===== src/rtl/core/wbmpv_pkg.sv =====
package wbmpv_pkg;

  // Field widths of the header and of the result.
  localparam int unsigned BYTE_W   = 8;
  localparam int unsigned DIM_W    = 32;
  localparam int unsigned HLEN_W   = 5;
  localparam int unsigned FCNT_W   = 3;
  localparam int unsigned EXP_W    = 61;
  localparam int unsigned STATUS_W = 3;
  localparam int unsigned FSIZE_W  = 64;
  localparam int unsigned ROW_W    = DIM_W - 2;

  // A multi-byte integer ends after this many bytes even if bit 7 is still set.
  localparam logic [FCNT_W-1:0] MBI_MAX_BYTES = 3'd5;

  // Result status codes.
  localparam logic [STATUS_W-1:0] ST_VALID     = 3'd0;
  localparam logic [STATUS_W-1:0] ST_BAD_TYPE  = 3'd1;
  localparam logic [STATUS_W-1:0] ST_BAD_FIXED = 3'd2;
  localparam logic [STATUS_W-1:0] ST_SIZE_MISM = 3'd3;
  localparam logic [STATUS_W-1:0] ST_TRUNC     = 3'd4;

  // Configuration register byte addresses.
  localparam int unsigned CFG_ADDR_W = 1;
  localparam logic [CFG_ADDR_W-1:0] REG_FILE_SIZE = 1'b0;

  // Parser phase, one-hot.
  typedef enum logic [4:0] {
    PH_TYPE   = 5'b00001,
    PH_FIXED  = 5'b00010,
    PH_WIDTH  = 5'b00100,
    PH_HEIGHT = 5'b01000,
    PH_DONE   = 5'b10000
  } phase_t;

  // Summary of one parsed header, handed from the parser to the size check.
  typedef struct packed {
    logic              trunc;
    logic              type_nz;
    logic              fixed_nz;
    logic [DIM_W-1:0]  width;
    logic [DIM_W-1:0]  height;
    logic [HLEN_W-1:0] hlen;
  } hdr_t;

endpackage


===== src/rtl/core/wbmp_header_validator.sv =====
// Checks the header of a type-0 wireless bitmap streamed in one byte per transfer. The block
// takes one byte in every cycle with no gaps of its own; only a stalled result channel holds
// the input back once the three-deep result pipeline is full. A result for the byte that
// completes the height (or for the end-of-data transfer) passes from the parse into the header
// register, then through the row-bytes times height multiplier register, then through the
// header-length add and the file-size compare into the output register. Set first_byte on
// the first byte of each file; after a result, bytes are ignored until the next first byte.
// Write file_size_bytes only while no file is in flight.
module wbmp_header_validator (
  input  logic                                clk,
  input  logic                                rst_n,
  // Input stream.
  input  logic                                in_tvalid,
  output logic                                in_tready,
  input  logic [7:0]                          in_tdata,   // [7:0] data_byte
  input  logic                                in_tuser,   // [0] first_byte
  input  logic                                in_tlast,   // end_of_data
  // Result stream.
  output logic                                out_tvalid,
  input  logic                                out_tready,
  // [31:0] image_width, [63:32] image_height, [68:64] header_length,
  // [129:69] expected_size, [135:130] zero
  output logic [135:0]                        out_tdata,
  output logic [2:0]                          out_tuser,  // [2:0] status
  // Configuration port.
  input  logic                                cfg_psel,
  input  logic                                cfg_penable,
  input  logic                                cfg_pwrite,
  input  logic [wbmpv_pkg::CFG_ADDR_W-1:0]    cfg_paddr,
  input  logic [63:0]                         cfg_pwdata,
  output logic [63:0]                         cfg_prdata,
  output logic                                cfg_pready
);

  logic                                  in_fire;
  logic                                  emit;
  wbmpv_pkg::hdr_t                       hdr;
  logic [wbmpv_pkg::FSIZE_W-1:0]         fsize_r;

  logic                                  s1_v_r, s2_v_r, out_valid_r;
  wbmpv_pkg::hdr_t                       s1_r, s2_r;
  logic [wbmpv_pkg::EXP_W-1:0]           s2_prod_r;
  logic                                  out_adv, s2_rdy, s1_rdy;

  logic [wbmpv_pkg::DIM_W:0]             row_sum;
  logic [wbmpv_pkg::ROW_W-1:0]           row_bytes;
  logic [wbmpv_pkg::ROW_W+wbmpv_pkg::DIM_W-1:0] prod_full;
  logic [wbmpv_pkg::EXP_W-1:0]           exp_sum, exp_nxt;
  logic [wbmpv_pkg::STATUS_W-1:0]        status_nxt;

  logic [wbmpv_pkg::STATUS_W-1:0]        out_status_r;
  logic [wbmpv_pkg::DIM_W-1:0]           out_width_r, out_height_r;
  logic [wbmpv_pkg::HLEN_W-1:0]          out_hlen_r;
  logic [wbmpv_pkg::EXP_W-1:0]           out_exp_r;

  // Configuration register.
  assign cfg_pready = 1'b1;
  assign cfg_prdata = (cfg_paddr == wbmpv_pkg::REG_FILE_SIZE) ? fsize_r : '0;

  always_ff @(posedge clk) begin
    if (!rst_n) begin
      fsize_r <= '0;
    end else if (cfg_psel && cfg_penable && cfg_pwrite && cfg_pready &&
                 (cfg_paddr == wbmpv_pkg::REG_FILE_SIZE)) begin
      fsize_r <= cfg_pwdata;
    end
  end

  // Each stage moves when the one after it is empty or moving.
  assign out_adv   = !out_valid_r || out_tready;
  assign s2_rdy    = !s2_v_r || out_adv;
  assign s1_rdy    = !s1_v_r || s2_rdy;
  assign in_tready = s1_rdy;
  assign in_fire   = in_tvalid && in_tready;

  wbmpv_parser u_parser (
    .clk         (clk),
    .rst_n       (rst_n),
    .fire        (in_fire),
    .data_byte   (in_tdata),
    .first_byte  (in_tuser),
    .end_of_data (in_tlast),
    .emit        (emit),
    .hdr         (hdr)
  );

  // Stage 1: parsed header.
  always_ff @(posedge clk) begin
    if (!rst_n) begin
      s1_v_r <= 1'b0;
    end else if (s1_rdy) begin
      s1_v_r <= in_fire && emit;
    end
  end

  always_ff @(posedge clk) begin
    if (s1_rdy) begin
      s1_r <= hdr;
    end
  end

  // Stage 2: packed row bytes times height.
  assign row_sum   = {1'b0, s1_r.width} + 33'd7;
  assign row_bytes = row_sum[wbmpv_pkg::DIM_W:3];
  assign prod_full = row_bytes * s1_r.height;

  always_ff @(posedge clk) begin
    if (!rst_n) begin
      s2_v_r <= 1'b0;
    end else if (s2_rdy) begin
      s2_v_r <= s1_v_r;
    end
  end

  always_ff @(posedge clk) begin
    if (s2_rdy) begin
      s2_r      <= s1_r;
      s2_prod_r <= prod_full[wbmpv_pkg::EXP_W-1:0];
    end
  end

  // Stage 3: add the header length, compare against the file size and pick the status.
  assign exp_sum = s2_prod_r + {{(wbmpv_pkg::EXP_W-wbmpv_pkg::HLEN_W){1'b0}}, s2_r.hlen};

  always_comb begin
    exp_nxt = exp_sum;
    if (s2_r.trunc) begin
      status_nxt = wbmpv_pkg::ST_TRUNC;
      exp_nxt    = '0;
    end else if (s2_r.type_nz) begin
      status_nxt = wbmpv_pkg::ST_BAD_TYPE;
    end else if (s2_r.fixed_nz) begin
      status_nxt = wbmpv_pkg::ST_BAD_FIXED;
    end else if ({{(wbmpv_pkg::FSIZE_W-wbmpv_pkg::EXP_W){1'b0}}, exp_sum} != fsize_r) begin
      status_nxt = wbmpv_pkg::ST_SIZE_MISM;
    end else begin
      status_nxt = wbmpv_pkg::ST_VALID;
    end
  end

  always_ff @(posedge clk) begin
    if (!rst_n) begin
      out_valid_r <= 1'b0;
    end else if (out_adv) begin
      out_valid_r <= s2_v_r;
    end
  end

  always_ff @(posedge clk) begin
    if (out_adv) begin
      out_status_r <= status_nxt;
      out_width_r  <= s2_r.width;
      out_height_r <= s2_r.height;
      out_hlen_r   <= s2_r.hlen;
      out_exp_r    <= exp_nxt;
    end
  end

  // Result transfer.
  assign out_tvalid = out_valid_r;
  assign out_tuser  = out_status_r;
  assign out_tdata  = {6'b0, out_exp_r, out_hlen_r, out_height_r, out_width_r};

endmodule


===== src/rtl/core/wbmpv_parser.sv =====
module wbmpv_parser (
  input  logic                               clk,
  input  logic                               rst_n,
  input  logic                               fire,
  input  logic [wbmpv_pkg::BYTE_W-1:0]       data_byte,
  input  logic                               first_byte,
  input  logic                               end_of_data,
  output logic                               emit,
  output wbmpv_pkg::hdr_t                    hdr
);

  wbmpv_pkg::phase_t                  phase_r, phase_nxt, cur_phase;
  logic [wbmpv_pkg::DIM_W-1:0]        acc_r, acc_nxt, cur_acc, acc_shift;
  logic [wbmpv_pkg::FCNT_W-1:0]       fcnt_r, fcnt_nxt, cur_fcnt, fcnt_inc;
  logic [wbmpv_pkg::HLEN_W-1:0]       hcnt_r, hcnt_nxt, cur_hcnt, hcnt_inc;
  logic                               type_nz_r, type_nz_nxt, cur_type_nz;
  logic                               fixed_nz_r, fixed_nz_nxt, cur_fixed_nz;
  logic [wbmpv_pkg::DIM_W-1:0]        width_r, width_nxt, cur_width;
  logic                               last_grp;

  // A first byte restarts the parser before the byte itself is handled.
  always_comb begin
    if (first_byte) begin
      cur_phase    = wbmpv_pkg::PH_TYPE;
      cur_acc      = '0;
      cur_fcnt     = '0;
      cur_hcnt     = '0;
      cur_type_nz  = 1'b0;
      cur_fixed_nz = 1'b0;
      cur_width    = '0;
    end else begin
      cur_phase    = phase_r;
      cur_acc      = acc_r;
      cur_fcnt     = fcnt_r;
      cur_hcnt     = hcnt_r;
      cur_type_nz  = type_nz_r;
      cur_fixed_nz = fixed_nz_r;
      cur_width    = width_r;
    end
  end

  // Shift in the next 7-bit group and detect the end of the integer.
  assign acc_shift = {cur_acc[wbmpv_pkg::DIM_W-8:0], data_byte[6:0]};
  assign fcnt_inc  = cur_fcnt + 3'd1;
  assign hcnt_inc  = cur_hcnt + 5'd1;
  assign last_grp  = !data_byte[7] || (fcnt_inc >= wbmpv_pkg::MBI_MAX_BYTES);

  // Phase sequencing and result generation.
  always_comb begin
    phase_nxt    = cur_phase;
    acc_nxt      = cur_acc;
    fcnt_nxt     = cur_fcnt;
    hcnt_nxt     = cur_hcnt;
    type_nz_nxt  = cur_type_nz;
    fixed_nz_nxt = cur_fixed_nz;
    width_nxt    = cur_width;
    emit         = 1'b0;
    hdr.trunc    = 1'b0;
    hdr.type_nz  = cur_type_nz;
    hdr.fixed_nz = cur_fixed_nz;
    hdr.width    = cur_width;
    hdr.height   = acc_shift;
    hdr.hlen     = hcnt_inc;
    case (cur_phase)
      wbmpv_pkg::PH_TYPE, wbmpv_pkg::PH_FIXED,
      wbmpv_pkg::PH_WIDTH, wbmpv_pkg::PH_HEIGHT: begin
        if (end_of_data) begin
          // The file ended inside the header.
          emit       = 1'b1;
          hdr.trunc  = 1'b1;
          hdr.width  = (cur_phase == wbmpv_pkg::PH_HEIGHT) ? cur_width : '0;
          hdr.height = '0;
          hdr.hlen   = cur_hcnt;
          phase_nxt  = wbmpv_pkg::PH_DONE;
        end else if (cur_phase == wbmpv_pkg::PH_FIXED) begin
          hcnt_nxt     = hcnt_inc;
          fixed_nz_nxt = (data_byte != '0);
          phase_nxt    = wbmpv_pkg::PH_WIDTH;
        end else begin
          hcnt_nxt = hcnt_inc;
          if (!last_grp) begin
            acc_nxt  = acc_shift;
            fcnt_nxt = fcnt_inc;
          end else begin
            acc_nxt  = '0;
            fcnt_nxt = '0;
            case (cur_phase)
              wbmpv_pkg::PH_TYPE: begin
                type_nz_nxt = (acc_shift != '0);
                phase_nxt   = wbmpv_pkg::PH_FIXED;
              end
              wbmpv_pkg::PH_WIDTH: begin
                width_nxt = acc_shift;
                phase_nxt = wbmpv_pkg::PH_HEIGHT;
              end
              default: begin
                // Height complete: the header is done.
                emit      = 1'b1;
                phase_nxt = wbmpv_pkg::PH_DONE;
              end
            endcase
          end
        end
      end
      default: begin
        // Done phase and unused codes ignore everything until a first byte.
        emit = 1'b0;
      end
    endcase
  end

  // State advances only on an accepted transfer.
  always_ff @(posedge clk) begin
    if (!rst_n) begin
      phase_r    <= wbmpv_pkg::PH_TYPE;
      acc_r      <= '0;
      fcnt_r     <= '0;
      hcnt_r     <= '0;
      type_nz_r  <= 1'b0;
      fixed_nz_r <= 1'b0;
      width_r    <= '0;
    end else if (fire) begin
      phase_r    <= phase_nxt;
      acc_r      <= acc_nxt;
      fcnt_r     <= fcnt_nxt;
      hcnt_r     <= hcnt_nxt;
      type_nz_r  <= type_nz_nxt;
      fixed_nz_r <= fixed_nz_nxt;
      width_r    <= width_nxt;
    end
  end

endmodule


===== config.mk =====
export PLATFORM = sky130hd
export DESIGN_NAME = wbmp_header_validator
export DESIGN_NICKNAME = d
export VERILOG_FILES = /design/src/rtl/core/wbmpv_pkg.sv /design/src/rtl/core/wbmp_header_validator.sv /design/src/rtl/core/wbmpv_parser.sv
export SDC_FILE = /design/constraint.sdc
export NUM_CORES = 2
export LEC_CHECK = 0
export ABC_AREA = 1
export BUFFER_PORTS_ARGS = -buffer_cell sky130_fd_sc_hd__buf_2
export CORE_MARGIN = 5
export CORE_UTILIZATION = 55
export CTS_CLUSTER_DIAMETER = 200
export DETAILED_ROUTE_END_ITERATION = 10
export PLACE_DENSITY = 0.71
export REMOVE_ABC_BUFFERS = 1
export SLEW_MARGIN = 10
export SYNTH_ARGS = -nofsm -noshare
export SYNTH_HDL_FRONTEND = slang
export SYNTH_SLANG_ARGS = --single-unit
export TNS_END_PERCENT = 30

===== constraint.sdc =====
create_clock -name clk -period 10.1 [get_ports clk]
set_clock_uncertainty 0.2 [all_clocks]
set_input_delay 2.02 -clock clk [delete_from_list [all_inputs] [get_ports clk]]
set_output_delay 2.02 -clock clk [all_outputs]
set_load 0.01 [all_outputs]

Yosys cells after proc, flatten, opt, wreduce, memory -nomap -nowiden:

Index checks and enable logic that the tools add are counted.

* bits in registers: 484
* bits of input ports: 82
* output and inout port bits: 206
* logic and storage cells: 108

* add/subtract/negate cells: 4
* multiply operators: 1
* $lt $le $gt $ge: 1
* eq/ne operators: 5
* muxes and demuxes: 48
* bitwise gates (word level): 1
* reductions and logical operators: 18

Operators with widths (count)
* 2-to-1 mux 32 bit: 12
* 2-to-1 mux 69 bit: 2
* 2-to-1 mux 64 bit: 1
* != test 61 x 64 -> 1 bit: 1
* adder 61 x 5 -> 61 bit: 1
* multiplier 30 x 32 -> 61 bit: 1
* 2-to-1 mux 5 bit: 8
* adder 32 x 3 -> 33 bit (second input constant): 1
* nonzero test 32 bit: 1
* 2-to-1 mux 1 bit: 17
* 2-to-1 mux 3 bit: 5
* case mux 5 bit (2 select lines): 1
* nonzero test 8 bit: 1
* adder 5 x 1 -> 5 bit (second input constant): 1
* == test 5 x 1 -> 1 bit (second input constant): 1
* == test 5 x 2 -> 1 bit (second input constant): 1
* == test 5 x 3 -> 1 bit (second input constant): 1
* == test 5 x 4 -> 1 bit (second input constant): 1
* logical AND 1 bit: 5
* logical NOT 1 bit: 4
* logical OR 1 bit: 4
* 2-to-1 mux 2 bit: 2
* OR reduction 2 bit: 2
* OR reduction 4 bit: 1
* 3 further kinds: 3

Logic depth before layout (Yosys ltp):

* depth after elaboration: 9
* mapped depth: 46
* mapped depth without buffers: 45

Modules after synthesis:

Synthesis repeated with hierarchy kept, for this count alone.

* cell total of the unflattened synthesis: 6216
* area total of the unflattened synthesis: 52638.0 µm²

By module, submodules not included
* wbmp_header_validator: times used 1, cells an instance 5446, area an instance 48078.6 µm², sequential area each 11491.0 µm²
* wbmpv_parser: times used 1, cells an instance 770, area an instance 4559.4 µm², sequential area each 1441.4 µm²

Worst setup path after synthesis:

OpenSTA, ideal clock, no wires.

* path kind: in2out
* from: input port out_tready
* to: output port in_tready
* arrival time: 6.941 ns
* data required time: 7.880 ns
* path slack: 0.939 ns
* cell stages on the path: 4
* path buffers: 0
* cells stage by stage: inv_1 > nand2_1 > nor2_1 > nand2_1

* word-level cells in the longest chain between the ends: 3

Ends and longest elaborated chain
* start: declaration: line wbmp_header_validator.sv:20 `input logic out_tready,`
* logical OR 1 bit: line wbmp_header_validator.sv:70 `assign out_adv = !out_valid_r || out_tready;`
* named net out_adv: line wbmp_header_validator.sv:43 `logic out_adv, s2_rdy, s1_rdy;`
* logical OR 1 bit: line wbmp_header_validator.sv:71 `assign s2_rdy = !s2_v_r || out_adv;`
* logical OR 1 bit: line wbmp_header_validator.sv:72 `assign s1_rdy = !s1_v_r || s2_rdy;`
* end: declaration: line wbmp_header_validator.sv:14 `output logic in_tready,`

The timed path passes the listed nets, and every way through them passes these cells.

Final worst setup path:

* from: register s1_r[43] (netlist name)
* to: register s2_prod_r[53] (netlist name) (data pin)

* word-level cells in the longest chain between the ends: 2

Ends and longest elaborated chain
* start: declaration: line wbmp_header_validator.sv:41 `wbmpv_pkg::hdr_t s1_r, s2_r;`
* start signal: assignment: line wbmp_header_validator.sv:98 `s1_r <= hdr;`
* adder 32 x 3 -> 33 bit: line wbmp_header_validator.sv:103 `assign row_sum = {1'b0, s1_r.width} + 33'd7;`
* multiplier 30 x 32 -> 61 bit: line wbmp_header_validator.sv:105 `assign prod_full = row_bytes * s1_r.height;`
* named net prod_full, one bit: line wbmp_header_validator.sv:47 `logic [wbmpv_pkg::ROW_W+wbmpv_pkg::DIM_W-1:0] prod_full;`
* end signal: assignment: line wbmp_header_validator.sv:118 `s2_prod_r <= prod_full[wbmpv_pkg::EXP_W-1:0];`
* end: declaration: line wbmp_header_validator.sv:42 `logic [wbmpv_pkg::EXP_W-1:0] s2_prod_r;`

The timed path passes the listed nets, and every way through them passes these cells.
A chain may end at the register's enable or synchronous reset.

==> metrics.md <==
| Metric | Value |
|---|---|
| Status | `completed` |
| Final cell count without fillers | `7717` |
| Layout cells sized above 1 | `0.0867` |
| Post_cts resized | `0` |
| Leakage power | `28.1 nW` |
| Global-route wire length before repair | `273000 µm` |
| Starting Density | `0.554` |
| Setup Buffers After CTS | `0` |
| Crit path launch type | `register` |
| # hold bufs at CTS | `0` |
| Compound-gate portion of the synthesized area | `0.0598` |
| Final WL | `181000 µm` |
| Worst-Margin Slew | `1.17 ns` |
| H-tree depth | `2` |
| Total GRT Usage | `0.354` |
| CP max FO | `13` |
| Synth Flop Type | `edfxtp_1` |
| Endpoints failing hold | `0` |
| CP Class | `reg2reg` |
| Area growth syn-to-layout | `8.99%` |
| CP endpoint kind | `register` |
| Final slew viol count | `0` |
| Post-synth EDFFs | `338` |
| Rows | `113` |
| Cell Area, Synth | `52500 µm²` |
| PortBufs | `280` |
| Worst Hold Class | `reg2reg` |
| Req. time, crit path | `10.24 ns` |
| Tcrit/Tclk final | `0.940` |
| Overflow left after global routing | `0` |
| Pre-Repair DR Iteration Count | `7` |
| Number of global-route vias before repair | `44453` |
| DR DRC count | `0` |
| RSZ-0062 raised after global routing | `false` |
| Cell Count Post-Placement | `7619` |
| TritonCTS clock tree | `built` |
| Vias | `43103` |
| Slew Limit Headroom | `0.218` |
| Height of the chip | `319 µm` |
| Root buffer cell | `clkbuf_16` |
| Clk sinks | `477` |
| Cell area power density | `91.1 nW/µm²` |
| CTS Buffer Depth | `3` |
| Final #Nets | `7577` |
| Seq/Total Area, Yosys | `0.246` |
| Post-synthesis simple-gate area fraction | `0.179` |
| Avg WL per Cell | `23.4 µm` |
| Number of CTS-inserted buffers | `51` |
| Antenna-violating nets left | `0` |
| Setup-failing EPs final | `0` |
| Clk_lat worst skew | `0.64 ns` |
| Final min period | `9.50 ns` |
| Arrival time at the worst endpoint | `9.64 ns` |
| Largest net degree at the start of global routing | `129` |
| Synth Area in Adders | `0.379` |
| Slowest stage delay, CP | `0.60 ns` |
| XOR/XNOR Fraction of Synth Area | `0.0175` |
| Gp weighted congestion | `1.04` |
| Initial antenna violation count | `1` |
| Reg clk slew, reported paths | `0.06 ns` |
| Vias per cell | `5.59` |
| Peak supply drop | `0.150 mV` |
| CORE AREA | `94900 µm²` |
| Slowest-stage cell, CP | `fa_1` |
| Synth warn | `0` |
| Die width | `319 µm` |
| Largest family of logic cells by synthesized area | `adder cells` |
| Post-synth ARST share | `0` |
| Number of max-cap violations | `0` |
| Syn avg cell area | `8.51 µm²` |
| Utilization after layout | `0.604` |
| Post-synthesis cell count | `6176` |
| DP Wirelength | `145000 µm` |
| Mux share of post-synthesis cell area | `0` |
| Die ar. | `102000 µm²` |
| Iteration-0 DRC Markers | `4251` |
| Layout fillers | `8457` |
| Netlist cell types | `56` |
| # IOs | `288` |
| Highest Clock Rate | `105 MHz` |
| Yosys reg bits | `477` |
[cell usage in the layout, fill, tap and decap left out, drive strengths merged, types with 2 or more instances in the layout]
master	Yosys	final
inv	1367	1370
nand2	1075	1075
nor2	937	937
fa	836	836
buf	40	418
edfxtp	338	338
ha	252	252
o21ai	216	216
a21oi	189	189
nand3	178	178
dfxtp	139	139
clkbuf	205	72
nor3	59	59
xor2	58	58
a211oi	52	52
a31oi	45	45
clkinv	21	37
nand4	36	36
xnor2	26	26
o21bai	15	15
nor4	14	14
or2	11	11
o211ai	8	8
nand3b	8	8
o21a	7	7
conb	2	7
o31ai	6	6
xnor3	6	6
a21o	5	5
a21boi	5	5
a221oi	4	4
diode	0	3
and3	3	3
o221ai	3	3
and2	3	3
xor3	2	2
nor3b	2	2
bufinv	0	2
clkinvlp	0	2
[worst paths after layout]
check,depth (start not counted),slack [ns],startpoint,endpoint
max reg2reg,40,0.60,s1_r[43],s2_prod_r[53]
min,0,0.22,s2_r[67],out_width_r[30]
min reg2reg,0,0.22,s2_r[67],out_width_r[30]
max,40,0.60,s1_r[43],s2_prod_r[53]
[through the flow]
stage	worst slack [ns]	hold WS (ns)	TNS (ns)	area [µm²]	power, mW
2_1_floorplan	-0.583	0.200	-34.32	51500	2.91
4_1_cts	0.716	0.217	0	57200	5.22
3_3_place_gp	0.781	0.201	0	55600	3.36
5_1_grt	0.111	0.219	0	57200	5.42
3_5_place_dp	0.757	0.205	0	55600	3.38
6_report	0.602	0.218	0	57300	5.22
[power breakdown]
| group | leakage (nW) | switching (mW) | internal [mW] |
|---|---|---|---|
| clock | 0.809 | 0.811 | 1.04 |
| sequential | 5.20 | 0.127 | 2.24 |
| combinational | 22.0 | 0.684 | 0.314 |
| total | 28.1 | 1.62 | 3.59 |
[area by class of cell]
class / count / area (µm²) / area share
multi-input cells: 4071 / 33400 / 0.584
flip-flops and latches: 477 / 12900 / 0.226
inverters: 1388 / 5220 / 0.0911
repair buffers: 418 / 2440 / 0.0426
well taps: 1265 / 1580 / 0.0276
clock buffers: 72 / 1420 / 0.0247
clock inverters: 23 / 244 / 0.00426
diodes: 3 / 7.51 / 0.000131
[synth_stat cells (all sizes together) (7+ instances only)]
cell	instances	area (µm²)
o21a	7	52.6
nand2	1075	4070
a21oi	189	946
clkbuf	205	769
dfxtp	139	2780
inv	1367	5130
nor3	59	328
nor2	937	3640
o21bai	15	113
nor4	14	93.8
nand4	36	225
o21ai	216	1080
ha	252	3150
nand3b	8	60.1
clkinv	21	78.8
xor2	58	508
nand3	178	891
or2	11	68.8
xnor2	26	228
edfxtp	338	10100
a211oi	52	390
a31oi	45	282
buf	40	238
fa	836	16700
o211ai	8	60.1
[state kept, by name, indices dropped and copies added (netlist names), 25 cells and up]
name / cells
fsize_r: 64
out_exp_r: 61
out_height_r: 32
out_width_r: 32
s1_r: 72
s2_prod_r: 61
s2_r: 72
u_parser.acc_r: 25
u_parser.width_r: 32
[critical path, delay by kind of cell, from the launching register on]
kind,cells,cell delay (ns)
AOI/OAI and AO/OA,6,1.17
and+or+nand+nor,14,2.10
adders and majority gates,9,4.33
DFF,1,0.41
buffers and inverters,11,1.02
[routing by layer]
metal	vias to the layer above	part of all wire	global-route usage
met5	-	0	0
met4	0	0.058	0.160
met3	484	0.097	0.0855
met2	2235	0.46	0.572
met1	21234	0.39	0.458
li1	19150	-	-
[logic make-up (layout without fill, tap and decap cells)]
group,after synthesis,in the layout
xor gates and xnor gates,92,92
and+or+nand+nor,2326,2326
adders and majority gates,1088,1088
other,2,10
DFF,477,477
AOI/OAI and AO/OA,558,558
buffers and inverters,1633,1901
No activity file was read; power rests on OpenSTA's default activity.
